--- src/rtl/core/bfm_pkg.sv ---
// Package for the 7x7 box mean filter: shared widths, constants, the
// register index codes, the line store word type, the stage-one item and the slot step.
// No dependencies.
package bfm_pkg;

    // Default sizes handed to the top level parameters
    localparam int DEF_MAX_COLS   = 512;
    localparam int DEF_MAX_ROWS   = 1024;
    localparam int DEF_IMAGE_DIM  = 512;

    // Window geometry
    localparam int MIN_DIM        = 7;
    localparam int WIN_LEAD       = 6;   // pixels before the right/lower edge
    localparam int CENTRE_OFFSET  = 3;
    localparam int NUM_LINES      = 6;
    localparam int SLOT_W         = 3;
    localparam int LAST_SLOT      = NUM_LINES - 1;

    // Field widths
    localparam int PIX_W          = 8;
    localparam int HSUM_W         = 11;
    localparam int TOTAL_W        = 14;
    localparam int MEAN_W         = 8;
    localparam int OUT_ROW_W      = 10;
    localparam int OUT_COL_W      = 9;
    localparam int COLS_REG_W     = 10;
    localparam int ROWS_REG_W     = 11;
    localparam int CFG_DATA_W     = 11;
    localparam int IN_TDATA_W     = 8;
    localparam int OUT_FIELDS_W   = OUT_ROW_W + OUT_COL_W + MEAN_W;
    localparam int OUT_TDATA_W    = ((OUT_FIELDS_W + 7) / 8) * 8;

    // Divide by 49 as multiply by ceil(2^20 / 49), exact below 43690
    localparam int RECIP_49       = 21400;
    localparam int RECIP_W        = 15;
    localparam int RECIP_SHIFT    = 20;

    // Configuration register indexes
    typedef enum logic [0:0] {
        CFG_IMAGE_COLS = 1'b0,
        CFG_IMAGE_ROWS = 1'b1
    } cfg_index_t;

    typedef logic [SLOT_W-1:0]                   slot_t;
    typedef logic [HSUM_W-1:0]                   hsum_t;
    typedef logic [NUM_LINES-1:0][HSUM_W-1:0]    line_word_t;

    // One pixel after the position stage
    typedef struct packed {
        logic                 emit;     // full window present
        logic                 wr;       // horizontal sum goes to the store
        slot_t                slot;     // row modulo six
        hsum_t                hsum;
        logic [OUT_ROW_W-1:0] out_row;
        logic [OUT_COL_W-1:0] out_col;
    } s1_item_t;

    // Row modulo six, advanced by one row
    function automatic slot_t next_slot(input slot_t slot);
        slot_t res;
        if (slot == slot_t'(LAST_SLOT)) begin
            res = '0;
        end else begin
            res = slot + slot_t'(1);
        end
        return res;
    endfunction

endpackage

--- src/rtl/core/bfm_mean_out.sv ---
// Window sum, divide-by-49 and output register of the box mean filter.
// Depends on bfm_pkg.
module bfm_mean_out
    import bfm_pkg::*;
(
    input  logic                   aclk,
    input  logic                   aresetn,
    input  logic                   adv,
    input  logic                   s1_valid,
    input  s1_item_t               s1_item,
    input  line_word_t             lines,
    output logic                   m_valid,
    output logic [OUT_TDATA_W-1:0] m_data
);

    localparam int PROD_W = TOTAL_W + RECIP_W;
    localparam int PAD_W  = OUT_TDATA_W - OUT_FIELDS_W;

    logic                   s2_valid_reg;
    logic [TOTAL_W-1:0]     s2_total_reg, s2_total_next;
    logic [OUT_ROW_W-1:0]   s2_row_reg;
    logic [OUT_COL_W-1:0]   s2_col_reg;
    logic                   m_valid_reg;
    logic [OUT_TDATA_W-1:0] m_data_reg, m_data_next;
    logic [PROD_W-1:0]      prod;

    // Add the six stored row sums to the current one
    always_comb begin
        s2_total_next = TOTAL_W'(s1_item.hsum);
        for (int i = 0; i < NUM_LINES; i++) begin
            s2_total_next = s2_total_next + TOTAL_W'(lines[i]);
        end
    end

    always_ff @(posedge aclk) begin
        if (!aresetn) begin
            s2_valid_reg <= 1'b0;
            m_valid_reg  <= 1'b0;
        end else if (adv) begin
            s2_valid_reg <= s1_valid && s1_item.emit;
            m_valid_reg  <= s2_valid_reg;
        end
    end

    // Stage-two payload
    always_ff @(posedge aclk) begin
        if (adv) begin
            s2_total_reg <= s2_total_next;
            s2_row_reg   <= s1_item.out_row;
            s2_col_reg   <= s1_item.out_col;
        end
    end

    // Multiply by the reciprocal and pack row, column, mean
    always_comb begin
        prod        = PROD_W'(s2_total_reg) * PROD_W'(RECIP_49);
        m_data_next = {{PAD_W{1'b0}}, prod[RECIP_SHIFT +: MEAN_W], s2_col_reg, s2_row_reg};
    end

    always_ff @(posedge aclk) begin
        if (adv) begin
            m_data_reg <= m_data_next;
        end
    end

    assign m_valid = m_valid_reg;
    assign m_data  = m_data_reg;

endmodule

--- config.mk ---
export PLATFORM = sky130hd
export DESIGN_NAME = bfm_mean_out
export DESIGN_NICKNAME = d
export VERILOG_FILES = /design/src/rtl/core/bfm_pkg.sv /design/src/rtl/core/bfm_mean_out.sv
export SDC_FILE = /design/constraint.sdc
export NUM_CORES = 1
export LEC_CHECK = 0
export ABC_AREA = 0
export ABC_CLOCK_PERIOD_IN_PS = 7300
export BUFFER_PORTS_ARGS = -buffer_cell sky130_fd_sc_hd__buf_4
export CAP_MARGIN = 10
export CORE_ASPECT_RATIO = 1.4
export CORE_MARGIN = 2
export CORE_UTILIZATION = 50
export DETAILED_ROUTE_END_ITERATION = 12
export PLACE_DENSITY = 0.76
export SLEW_MARGIN = 40
export SYNTH_ARGS = -nofsm -noshare
export SYNTH_HDL_FRONTEND = slang
export SYNTH_SLANG_ARGS = --single-unit
--- constraint.sdc ---
create_clock -name aclk -period 7.3 [get_ports aclk]
set_input_delay 0 -clock aclk [delete_from_list [all_inputs] [get_ports aclk]]
set_output_delay 0 -clock aclk [all_outputs]
set_load 0.01 [all_outputs]
==> out/metrics.yaml <==
detailed_routing:
  wirelength_um: 12610
  drt-pass1-iter-count: 5
  drt_iter0_drc: 114
  drt-vias-per-instance: 4.993
  wl_per_cell_um: 14.38
  drc: 0
  ant_nets: 0
  dr_total_vias: 4379
global_routing:
  grt_overflow: 0
  grt_max_degree: 64
  grt_antenna_before_repair: 0
  grt_pass1_vias: 5101
  grt.total_usage_pct: 20.01
  grt_pass1_wl_um: 22200
clocking:
  clk_latency_ps: 330
  cts_buffer_depth: 2
  cts-buffers-inserted: 9
  htreeDepth: 3
  cts_tree: "done"
  clock-sinks: 62
  clk_pin_slew_worst_paths_ps: 50
  cts_setup_buffers: 0
  cts_root_buf: "clkbuf_16"
sta:
  period_minus_slack_ps: 5174
  slew_violations: 0
  fin_ws_ps: 2126
  max_freq_mhz: 193.3
  fin_worst_skew_ps: 13.32
  rsz0062_at_grt: "no"
  max_slew_margin_pct: 47.33
  tightestPinTransition_ps: 790.0
  setup_viol: 0
  hold_viol: 0
  period_share_pct: 70.88
  tns_ps: 0
worst_setup_path:
  critical_path_required_ps: 7370
  path_max_fanout: 5
  crit_chain: "ha_1 -> fa_1 -> fa_1 -> fa_1 -> inv_1 -> fa_1 -> inv_1 -> ha_1 -> nand2_1 -> nor3_1 -> nand3_1 -> a31oi_1 -> a311oi_1 -> a311o_1"
  slowest_delay_ps: 580
  worstPathArrival_ps: 5250
  cp_top_family: "adder cells"
  cp-end-kind: "flop"
  critPathMostFrequentCell: "fa_1"
  slowest_stage: "fa_1"
  critPathBufInv: 2
  reg2reg_from: "s2_total_reg[2]"
  critPathLaunch: "s2_total_reg[2]"
  crit_type: "reg2reg"
  cp-start-kind: "flop"
yosys:
  synth_area_per_cell_um2: 11.82
  yosys.area.top_type: "fa_1"
  synth_compound_area_share_pct: 5.205
  yosys_register_bits: 62
  yosys_warnings: 0
  yosysTopAreaCellShare_pct: 30.89
  synth_top_family_by_area: "adder cells"
  synthSimpleGateAreaFrac_pct: 2.972
  ys_async_sr_fraction_pct: 0
  synth_area_mm2: 0.006610
  yosys-top-cells-area: "fa_1 31%, edfxtp_1 27%, ha_1 20%, inv_1 9.7%, xnor2_1 2.1%"
  postSynthCellCount: 559
  ys_seq_area_share_pct: 27.86
  synth.distinct_cells: 39
  synth_mux_area_share_pct: 0.1514
  synth_edf_count: 60
  ys.flop_type: "edfxtp_1"
  synth-xor-area-share_pct: 2.783
  synthAdderAreaFrac_pct: 50.58
placement:
  gp_congestion: 0.8830
  dpl_cell_area_mm2: 0.007729
  placement.setup.worst_slack_ps: 2200
  dpl.hpwl_um: 10550
  io_buffer_count: 128
worst_hold_path:
  min_path_type: "in2reg"
  hold_start: "lines[56]"
layout:
  nets: 1030
  largest_reg_flops: 27
  final_layout_size_suffix_gt1_share_pct: 20.72
  area_delta_synth_final_pct: 24.46
  stdcell_area_mm2: 0.008227
  num_antenna_cells: 0
die:
  dieArea_mm2: 0.01417
  start_util_pct: 51.34
  core_area_mm2: 0.01287
  fp.dieH_um: 140.0
  rows: 49
  io_pins: 138
  fp.dieW_um: 101.2
run_status:
  status: "completed"
flow_run:
  maxCapViolations: 0
through the flow:
stage               util (%)  std cells  hold WS [ps]
floorplan                  -        563         98.87
global placement       60.03        838         178.6
detailed placement     60.03        838         179.5
CTS                    63.90        877         104.8
global route           63.90        877         126.8
finish                 63.90        877         120.9
worst register-to-register path: cells and delay by family, from the launching register on:
kind | cells | cell delay, ps
buffers and inverters | 2 | 110
AND/OR/NAND/NOR | 3 | 490
adder cells (fa/ha/maj) | 6 | 2820
AO/OA/AOI/OAI | 3 | 1010
flip-flops | 1 | 480
cells in the final DEF, fill, tap and decap left out, drive strengths merged, types with 2 or more instances in the layout:
master       instances
inv                170
buf                128
ha                 104
fa                 102
edfxtp              60
dlygate4sd3         23
a21oi               17
xnor2               16
nand2               10
o21ai               10
clkbuf              10
nor2                 8
nand3                6
nor3                 6
a21o                 6
xor2                 5
conb                 5
a31o                 4
clkinv               4
a31oi                3
nor2b                3
a221oi               3
o211ai               2
nand4                2
nand2b               2
clkinvlp             2
dfxtp                2
area by class of cell:
class | count | area (um^2)
fill | 997 | 4648
multi-input combinational | 325 | 4096
sequential | 62 | 1842
timing repair buffer | 151 | 1191
inverter | 170 | 638.1
clock buffer | 10 | 229.0
tap | 153 | 191.4
clock inverter | 6 | 38.79
final timing paths:
kind | endpoint | slack, ps | cells past startpoint
setup / recovery | m_data[26] | 2130 | 14
hold / removal | s2_total_reg[1] | 120 | 3
setup reg to reg | m_data[26] | 2130 | 14
hold reg to reg | m_data[13] | 420 | 0
kinds of logic after synthesis:
family | Yosys count
compound gates | 51
flops | 62
simple gates | 41
other cells | 1
mux | 1
buf+inv | 176
fa+ha+maj | 206
xor+xnor | 21
layer usage:
metal	GRT usage (%)	vias up	share of wire, %
li1	-	2085	-
met1	20.10	2194	34
met2	40.01	84	61
met3	3.543	16	2.9
met4	6.330	0	2.0
met5	0	-	0
synth_stat cells, drive strengths merged, types with 4 or more instances:
cell / instances
xnor2: 16
nor3: 6
nor2: 8
nand2: 10
a21o: 6
fa: 102
a31o: 4
ha: 104
inv: 170
o21ai: 10
nand3: 6
xor2: 5
buf: 6
edfxtp: 60
a21oi: 17
repair_timing:
item / in CTS / in global routing
hold buffers: 23 / 0
resized for setup: 0 / 0
hold endpoints to repair: 22 / 0
Power is not shown: default switching activity piles up to over one toggle a cycle in this logic, so the estimate is an artifact.
