**config.mk**
```make
export PLATFORM = sky130hd
export DESIGN_NAME = bfm_pos_ctrl
export DESIGN_NICKNAME = d
export VERILOG_FILES = /design/src/rtl/core/bfm_pkg.sv /design/src/rtl/core/bfm_pos_ctrl.sv
export SDC_FILE = /design/constraint.sdc
export NUM_CORES = 1
export LEC_CHECK = 0
export BUFFER_PORTS_ARGS = -buffer_cell sky130_fd_sc_hd__buf_2
export CORE_MARGIN = 2
export CORE_UTILIZATION = 50
export CTS_CLUSTER_SIZE = 12
export DETAILED_ROUTE_END_ITERATION = 6
export GPL_ROUTABILITY_DRIVEN = 1
export PLACE_DENSITY = 0.7
export SYNTH_ARGS = -nofsm -noshare
export SYNTH_HDL_FRONTEND = slang
export SYNTH_SLANG_ARGS = --single-unit
```
**constraint.sdc**
```tcl
create_clock -name aclk -period 12.1 [get_ports aclk]
set_input_delay 2.42 -clock aclk [delete_from_list [all_inputs] [get_ports aclk]]
set_output_delay 2.42 -clock aclk [all_outputs]
set_load 0.005 [all_outputs]
```
**src/rtl/core/bfm_pkg.sv**
```systemverilog
// Package for the 7x7 box mean filter: shared widths, constants, the
// register index codes, the line store word type, the stage-one item and the slot step.
// No dependencies.
package bfm_pkg;

    // Default sizes handed to the top level parameters
    localparam int DEF_MAX_COLS   = 512;
    localparam int DEF_MAX_ROWS   = 1024;
    localparam int DEF_IMAGE_DIM  = 512;

    // Window geometry
    localparam int MIN_DIM        = 7;
    localparam int WIN_LEAD       = 6;   // pixels before the right/lower edge
    localparam int CENTRE_OFFSET  = 3;
    localparam int NUM_LINES      = 6;
    localparam int SLOT_W         = 3;
    localparam int LAST_SLOT      = NUM_LINES - 1;

    // Field widths
    localparam int PIX_W          = 8;
    localparam int HSUM_W         = 11;
    localparam int TOTAL_W        = 14;
    localparam int MEAN_W         = 8;
    localparam int OUT_ROW_W      = 10;
    localparam int OUT_COL_W      = 9;
    localparam int COLS_REG_W     = 10;
    localparam int ROWS_REG_W     = 11;
    localparam int CFG_DATA_W     = 11;
    localparam int IN_TDATA_W     = 8;
    localparam int OUT_FIELDS_W   = OUT_ROW_W + OUT_COL_W + MEAN_W;
    localparam int OUT_TDATA_W    = ((OUT_FIELDS_W + 7) / 8) * 8;

    // Divide by 49 as multiply by ceil(2^20 / 49), exact below 43690
    localparam int RECIP_49       = 21400;
    localparam int RECIP_W        = 15;
    localparam int RECIP_SHIFT    = 20;

    // Configuration register indexes
    typedef enum logic [0:0] {
        CFG_IMAGE_COLS = 1'b0,
        CFG_IMAGE_ROWS = 1'b1
    } cfg_index_t;

    typedef logic [SLOT_W-1:0]                   slot_t;
    typedef logic [HSUM_W-1:0]                   hsum_t;
    typedef logic [NUM_LINES-1:0][HSUM_W-1:0]    line_word_t;

    // One pixel after the position stage
    typedef struct packed {
        logic                 emit;     // full window present
        logic                 wr;       // horizontal sum goes to the store
        slot_t                slot;     // row modulo six
        hsum_t                hsum;
        logic [OUT_ROW_W-1:0] out_row;
        logic [OUT_COL_W-1:0] out_col;
    } s1_item_t;

    // Row modulo six, advanced by one row
    function automatic slot_t next_slot(input slot_t slot);
        slot_t res;
        if (slot == slot_t'(LAST_SLOT)) begin
            res = '0;
        end else begin
            res = slot + slot_t'(1);
        end
        return res;
    endfunction

endpackage

```
**src/rtl/core/bfm_pos_ctrl.sv**
```systemverilog
// Position stage of the box mean filter: row/column counters, the six
// most recent pixels and the 7-pixel horizontal sum. Depends on bfm_pkg.
module bfm_pos_ctrl
    import bfm_pkg::*;
#(
    parameter int MAX_COLS = DEF_MAX_COLS,
    parameter int MAX_ROWS = DEF_MAX_ROWS,
    localparam int COL_AW  = $clog2(MAX_COLS),
    localparam int COL_CW  = $clog2(MAX_COLS + 1),
    localparam int ROW_AW  = $clog2(MAX_ROWS),
    localparam int ROW_CW  = $clog2(MAX_ROWS + 1)
) (
    input  logic              aclk,
    input  logic              aresetn,
    input  logic              accept,
    input  logic              adv,
    input  logic [PIX_W-1:0]  pixel,
    input  logic              frame_start,
    input  logic [COL_CW-1:0] cols_used,
    input  logic [ROW_CW-1:0] rows_used,
    output logic [COL_AW-1:0] rd_addr,
    output logic              s1_valid,
    output s1_item_t          s1_item,
    output logic [COL_AW-1:0] s1_col
);

    logic [COL_AW-1:0]  col_reg, col_next;
    logic [ROW_AW-1:0]  row_reg, row_next;
    slot_t              slot_reg, slot_next;
    logic [PIX_W-1:0]   recent_reg [NUM_LINES];
    logic               s1_valid_reg;
    s1_item_t           s1_item_reg, s1_item_next;
    logic [COL_AW-1:0]  s1_col_reg;

    logic [COL_CW-1:0]  col_a, col_c, col_inc;
    logic [ROW_CW-1:0]  row_a, row_b, row_c, row_inc;
    slot_t              slot_a, slot_b, slot_c;
    hsum_t              hsum;

    // Settle the position of this pixel, then the position of the next one
    always_comb begin
        col_a  = frame_start ? '0 : COL_CW'(col_reg);
        row_a  = frame_start ? '0 : ROW_CW'(row_reg);
        slot_a = frame_start ? '0 : slot_reg;

        if (col_a >= cols_used) begin
            col_c  = '0;
            row_b  = row_a + ROW_CW'(1);
            slot_b = next_slot(slot_a);
        end else begin
            col_c  = col_a;
            row_b  = row_a;
            slot_b = slot_a;
        end

        if (row_b >= rows_used) begin
            row_c  = '0;
            slot_c = '0;
        end else begin
            row_c  = row_b;
            slot_c = slot_b;
        end

        col_inc = col_c + COL_CW'(1);
        row_inc = row_c + ROW_CW'(1);
        if (col_inc >= cols_used) begin
            col_next = '0;
            if (row_inc >= rows_used) begin
                row_next  = '0;
                slot_next = '0;
            end else begin
                row_next  = ROW_AW'(row_inc);
                slot_next = next_slot(slot_c);
            end
        end else begin
            col_next  = COL_AW'(col_inc);
            row_next  = ROW_AW'(row_c);
            slot_next = slot_c;
        end
    end

    // Horizontal sum of this pixel and the six before it
    always_comb begin
        hsum = HSUM_W'(pixel);
        for (int i = 0; i < NUM_LINES; i++) begin
            hsum = hsum + HSUM_W'(recent_reg[i]);
        end
    end

    always_comb begin
        s1_item_next.wr      = (col_c >= COL_CW'(WIN_LEAD));
        s1_item_next.emit    = (col_c >= COL_CW'(WIN_LEAD)) && (row_c >= ROW_CW'(WIN_LEAD));
        s1_item_next.slot    = slot_c;
        s1_item_next.hsum    = hsum;
        s1_item_next.out_row = OUT_ROW_W'(row_c - ROW_CW'(CENTRE_OFFSET));
        s1_item_next.out_col = OUT_COL_W'(col_c - COL_CW'(CENTRE_OFFSET));
    end

    // Advance counters and the recent-pixel line on each accepted beat
    always_ff @(posedge aclk) begin
        if (!aresetn) begin
            col_reg  <= '0;
            row_reg  <= '0;
            slot_reg <= '0;
            for (int i = 0; i < NUM_LINES; i++) begin
                recent_reg[i] <= '0;
            end
        end else if (accept) begin
            col_reg       <= col_next;
            row_reg       <= row_next;
            slot_reg      <= slot_next;
            recent_reg[0] <= pixel;
            for (int i = 1; i < NUM_LINES; i++) begin
                recent_reg[i] <= recent_reg[i-1];
            end
        end
    end

    // Stage-one valid follows the pipeline advance
    always_ff @(posedge aclk) begin
        if (!aresetn) begin
            s1_valid_reg <= 1'b0;
        end else if (adv) begin
            s1_valid_reg <= accept;
        end
    end

    // Hold the stage-one payload
    always_ff @(posedge aclk) begin
        if (accept) begin
            s1_item_reg <= s1_item_next;
            s1_col_reg  <= COL_AW'(col_c);
        end
    end

    assign rd_addr  = COL_AW'(col_c);
    assign s1_valid = s1_valid_reg;
    assign s1_item  = s1_item_reg;
    assign s1_col   = s1_col_reg;

endmodule

```
==> impl_results.md <==
- Total GRT Usage: 0.236
- Async SR Flop Fraction: 0
- Total power: 1.34 mW
- Tightest Pin Transition: 1.15 ns
- Layout cells sized above 1: 0.171
- Hold Path Depth: 2
- Final WL: 18,600 um
- # IOs: 88
- Avg Cell Area, Syn: 10.9 um2
- Setup Buffers After CTS: 0
- Mapped Area: 7860 um2
- RSZ-0062 raised after global routing: no
- CP endpoint kind: flop
- Worst skew pair latency: 0.42 ns
- Top-area cell type share of the netlist area: 0.351
- CTS Hold Bufs: 0
- Vias/cell: 5.74
- Grt total ovfl: 0
- Final min period: 10.47 ns
- Num Clock Sinks: 115
- Final setup viols: 0
- Worst Path Required: 12.46 ns
- PD cells: 148 nW/um2
- Top-count cell post-synth: edfxtp_1
- FMAX: 95.5 MHz
- Nets: 935
- CTS clock-pin slew for the worst setup and hold paths: 0.06 ns
- GP Congestion: 0.930
- Lkg Pwr: 4.07 nW
- EDFF count, synth: 92
- Top FF cell, synth: edfxtp_1
- Crit start category: input pin
- Reg-to-Reg Start: col_reg[3]
- Clk buf depth: 2
- Slew headroom: 0.229
- Cell mode on critical path: ha_1
- Slowest cell on the critical path: nor3_1
- Drt first pass iters: 5
- Worst R2R Setup Slack: 3.79 ns
- Post-CTS resize count: 0
- Die Area: 16,700 um2
- Final Max Slew Viols: 0
- DP HPWL: 13,600 um
- Vias: 5,903
- First-pass GRT wire length: 30,500 um
- H-tree depth: 4
- Port buffer count: 87
- Critical path peak fanout: 33
- Final hold violations: 0
- Peak VDD IR: 0.0975 mV
- Max reg flops: 48
- DRT iter0 DRCs: 494
- Root buffer cell: clkbuf_16
- Seq/Total Area, Yosys: 0.410
- Synth Warn #: 0
- Initial core utilization: 0.515
- TritonCTS clock tree: done
- Syn Nets: 855
- Row count: 45
- DRC viols: 0
- Yosys top cell by area: edfxtp_1
- Min-Delay Endpoint: col_reg[1]
- Area Growth Syn to Fin: 15.0%
- #FFs+latches synth: 115
- Die width: 129 um
- Commonest cells post-synth: edfxtp_1, inv_1, ha_1, and3_1, nand2_1
- Setup TNS: 0 ns
- WL per Instance: 18.1 um
- Vias in the first global route: 6,014
- Top cells by area, synth: edfxtp_1, fa_1, ha_1, dfxtp_1, and3_1
- FF-to-FF path depth: 28
- Largest net degree at the start of global routing: 64
- Status: finished, final reports clean
- DRT antenna net count: 0
- Die Ht: 129 um
- Diodes inserted: 0
- Setup Skew: 0.00928 ns
- # Max-Cap Violations: 0
- Initial antenna violation count: 0
- Core Box Area: 15,300 um2
- Crit share post-route: 0.865
- Reg-to-Reg End: row_reg[8]
- Kind of critical path: in2reg
- Worst Hold Class: reg2reg
- Crit path largest cell delay: 0.87 ns
- CTS buffer count: 17
- Synth Instances: 724
- Min-delay src: col_reg[1]
- Unique masters post-synth: 76
- CP Data Arrival Time: 10.84 ns
## layer usage
metal  routed length, um  share of wire  global-route usage
met1                8360           0.45               0.313
met2                8820           0.47               0.387
met3                 997          0.054              0.0438
met4                 438          0.024              0.0921
met5                   0              0                   0
## logic make-up (layout without fill, tap and decap cells)
| group | after synthesis | count (layout) | synth area share |
|---|---|---|---|
| multiplexers | 13 | 13 | 0.0167 |
| flip-flops | 115 | 115 | 0.410 |
| AND/OR/NAND/NOR | 237 | 237 | 0.168 |
| AO/OA/AOI/OAI | 138 | 138 | 0.131 |
| XOR/XNOR | 34 | 34 | 0.0379 |
| buffers and inverters | 90 | 183 | 0.0461 |
| adder cells (fa/ha/maj) | 97 | 97 | 0.191 |
## stage by stage
stage	cells	utilization	cell area, um2	worst slack, ns	hold slack (ns)
floorplan	724	-	7860	2.59	0.432
global placement	996	0.554	8450	1.79	0.468
detailed placement	996	0.554	8450	1.47	0.462
CTS	1028	0.592	9040	1.87	0.482
global route	1028	0.592	9040	1.10	0.524
finish	1028	0.592	9040	1.63	0.484
## placed cells by master (no fill, tap or decap), types with 11 or more instances in the layout
cell type	instances
xnor2_1	28
a21oi_1	27
o21ai_0	26
buf_2	87
and2_1	13
edfxtp_1	92
nor2b_1	12
nor2_1	37
nand4_1	11
nand2b_1	15
inv_1	61
mux2i_1	12
dfxtp_1	23
and3_1	50
ha_1	59
fa_1	38
nand3_1	17
clkbuf_16	17
nand2_1	44
## critical path: cells and delay by family
family,cells,cell delay (ns)
and+or+nand+nor,10,2.46
AOI/OAI and AO/OA,11,3.87
buffers and inverters,3,0.71
adders and majority gates,4,1.16
xor gates and xnor gates,1,0.21
## area by class of cell
class | count | area (um2)
clock buffers | 18 | 429
repair buffers | 89 | 450
well taps | 211 | 264
flip-flops and latches | 115 | 3220
clock inverters | 14 | 160
fillers | 1246 | 6220
multi-input cells | 519 | 4280
inverters | 62 | 233
## power by group
group	switching [mW]	total, mW	leakage (nW)	internal, mW
combinational	0.179	0.331	2.68	0.152
clock	0.189	0.511	0.280	0.322
sequential	0.0122	0.493	1.11	0.481
## how the worst max path moves through the flow
stage / from / slack [ns] / endpoint / depth (start not counted)
5_1_grt: frame_start / 1.10 / row_reg[9] / 30
2_1_floorplan: frame_start / 2.59 / row_reg[9] / 31
6_report: frame_start / 1.63 / row_reg[8] / 29
4_1_cts: frame_start / 1.87 / row_reg[9] / 29
3_3_place_gp: frame_start / 1.79 / row_reg[9] / 29
3_5_place_dp: frame_start / 1.47 / row_reg[9] / 29
Note: power is estimated with default switching activity, not from simulation.
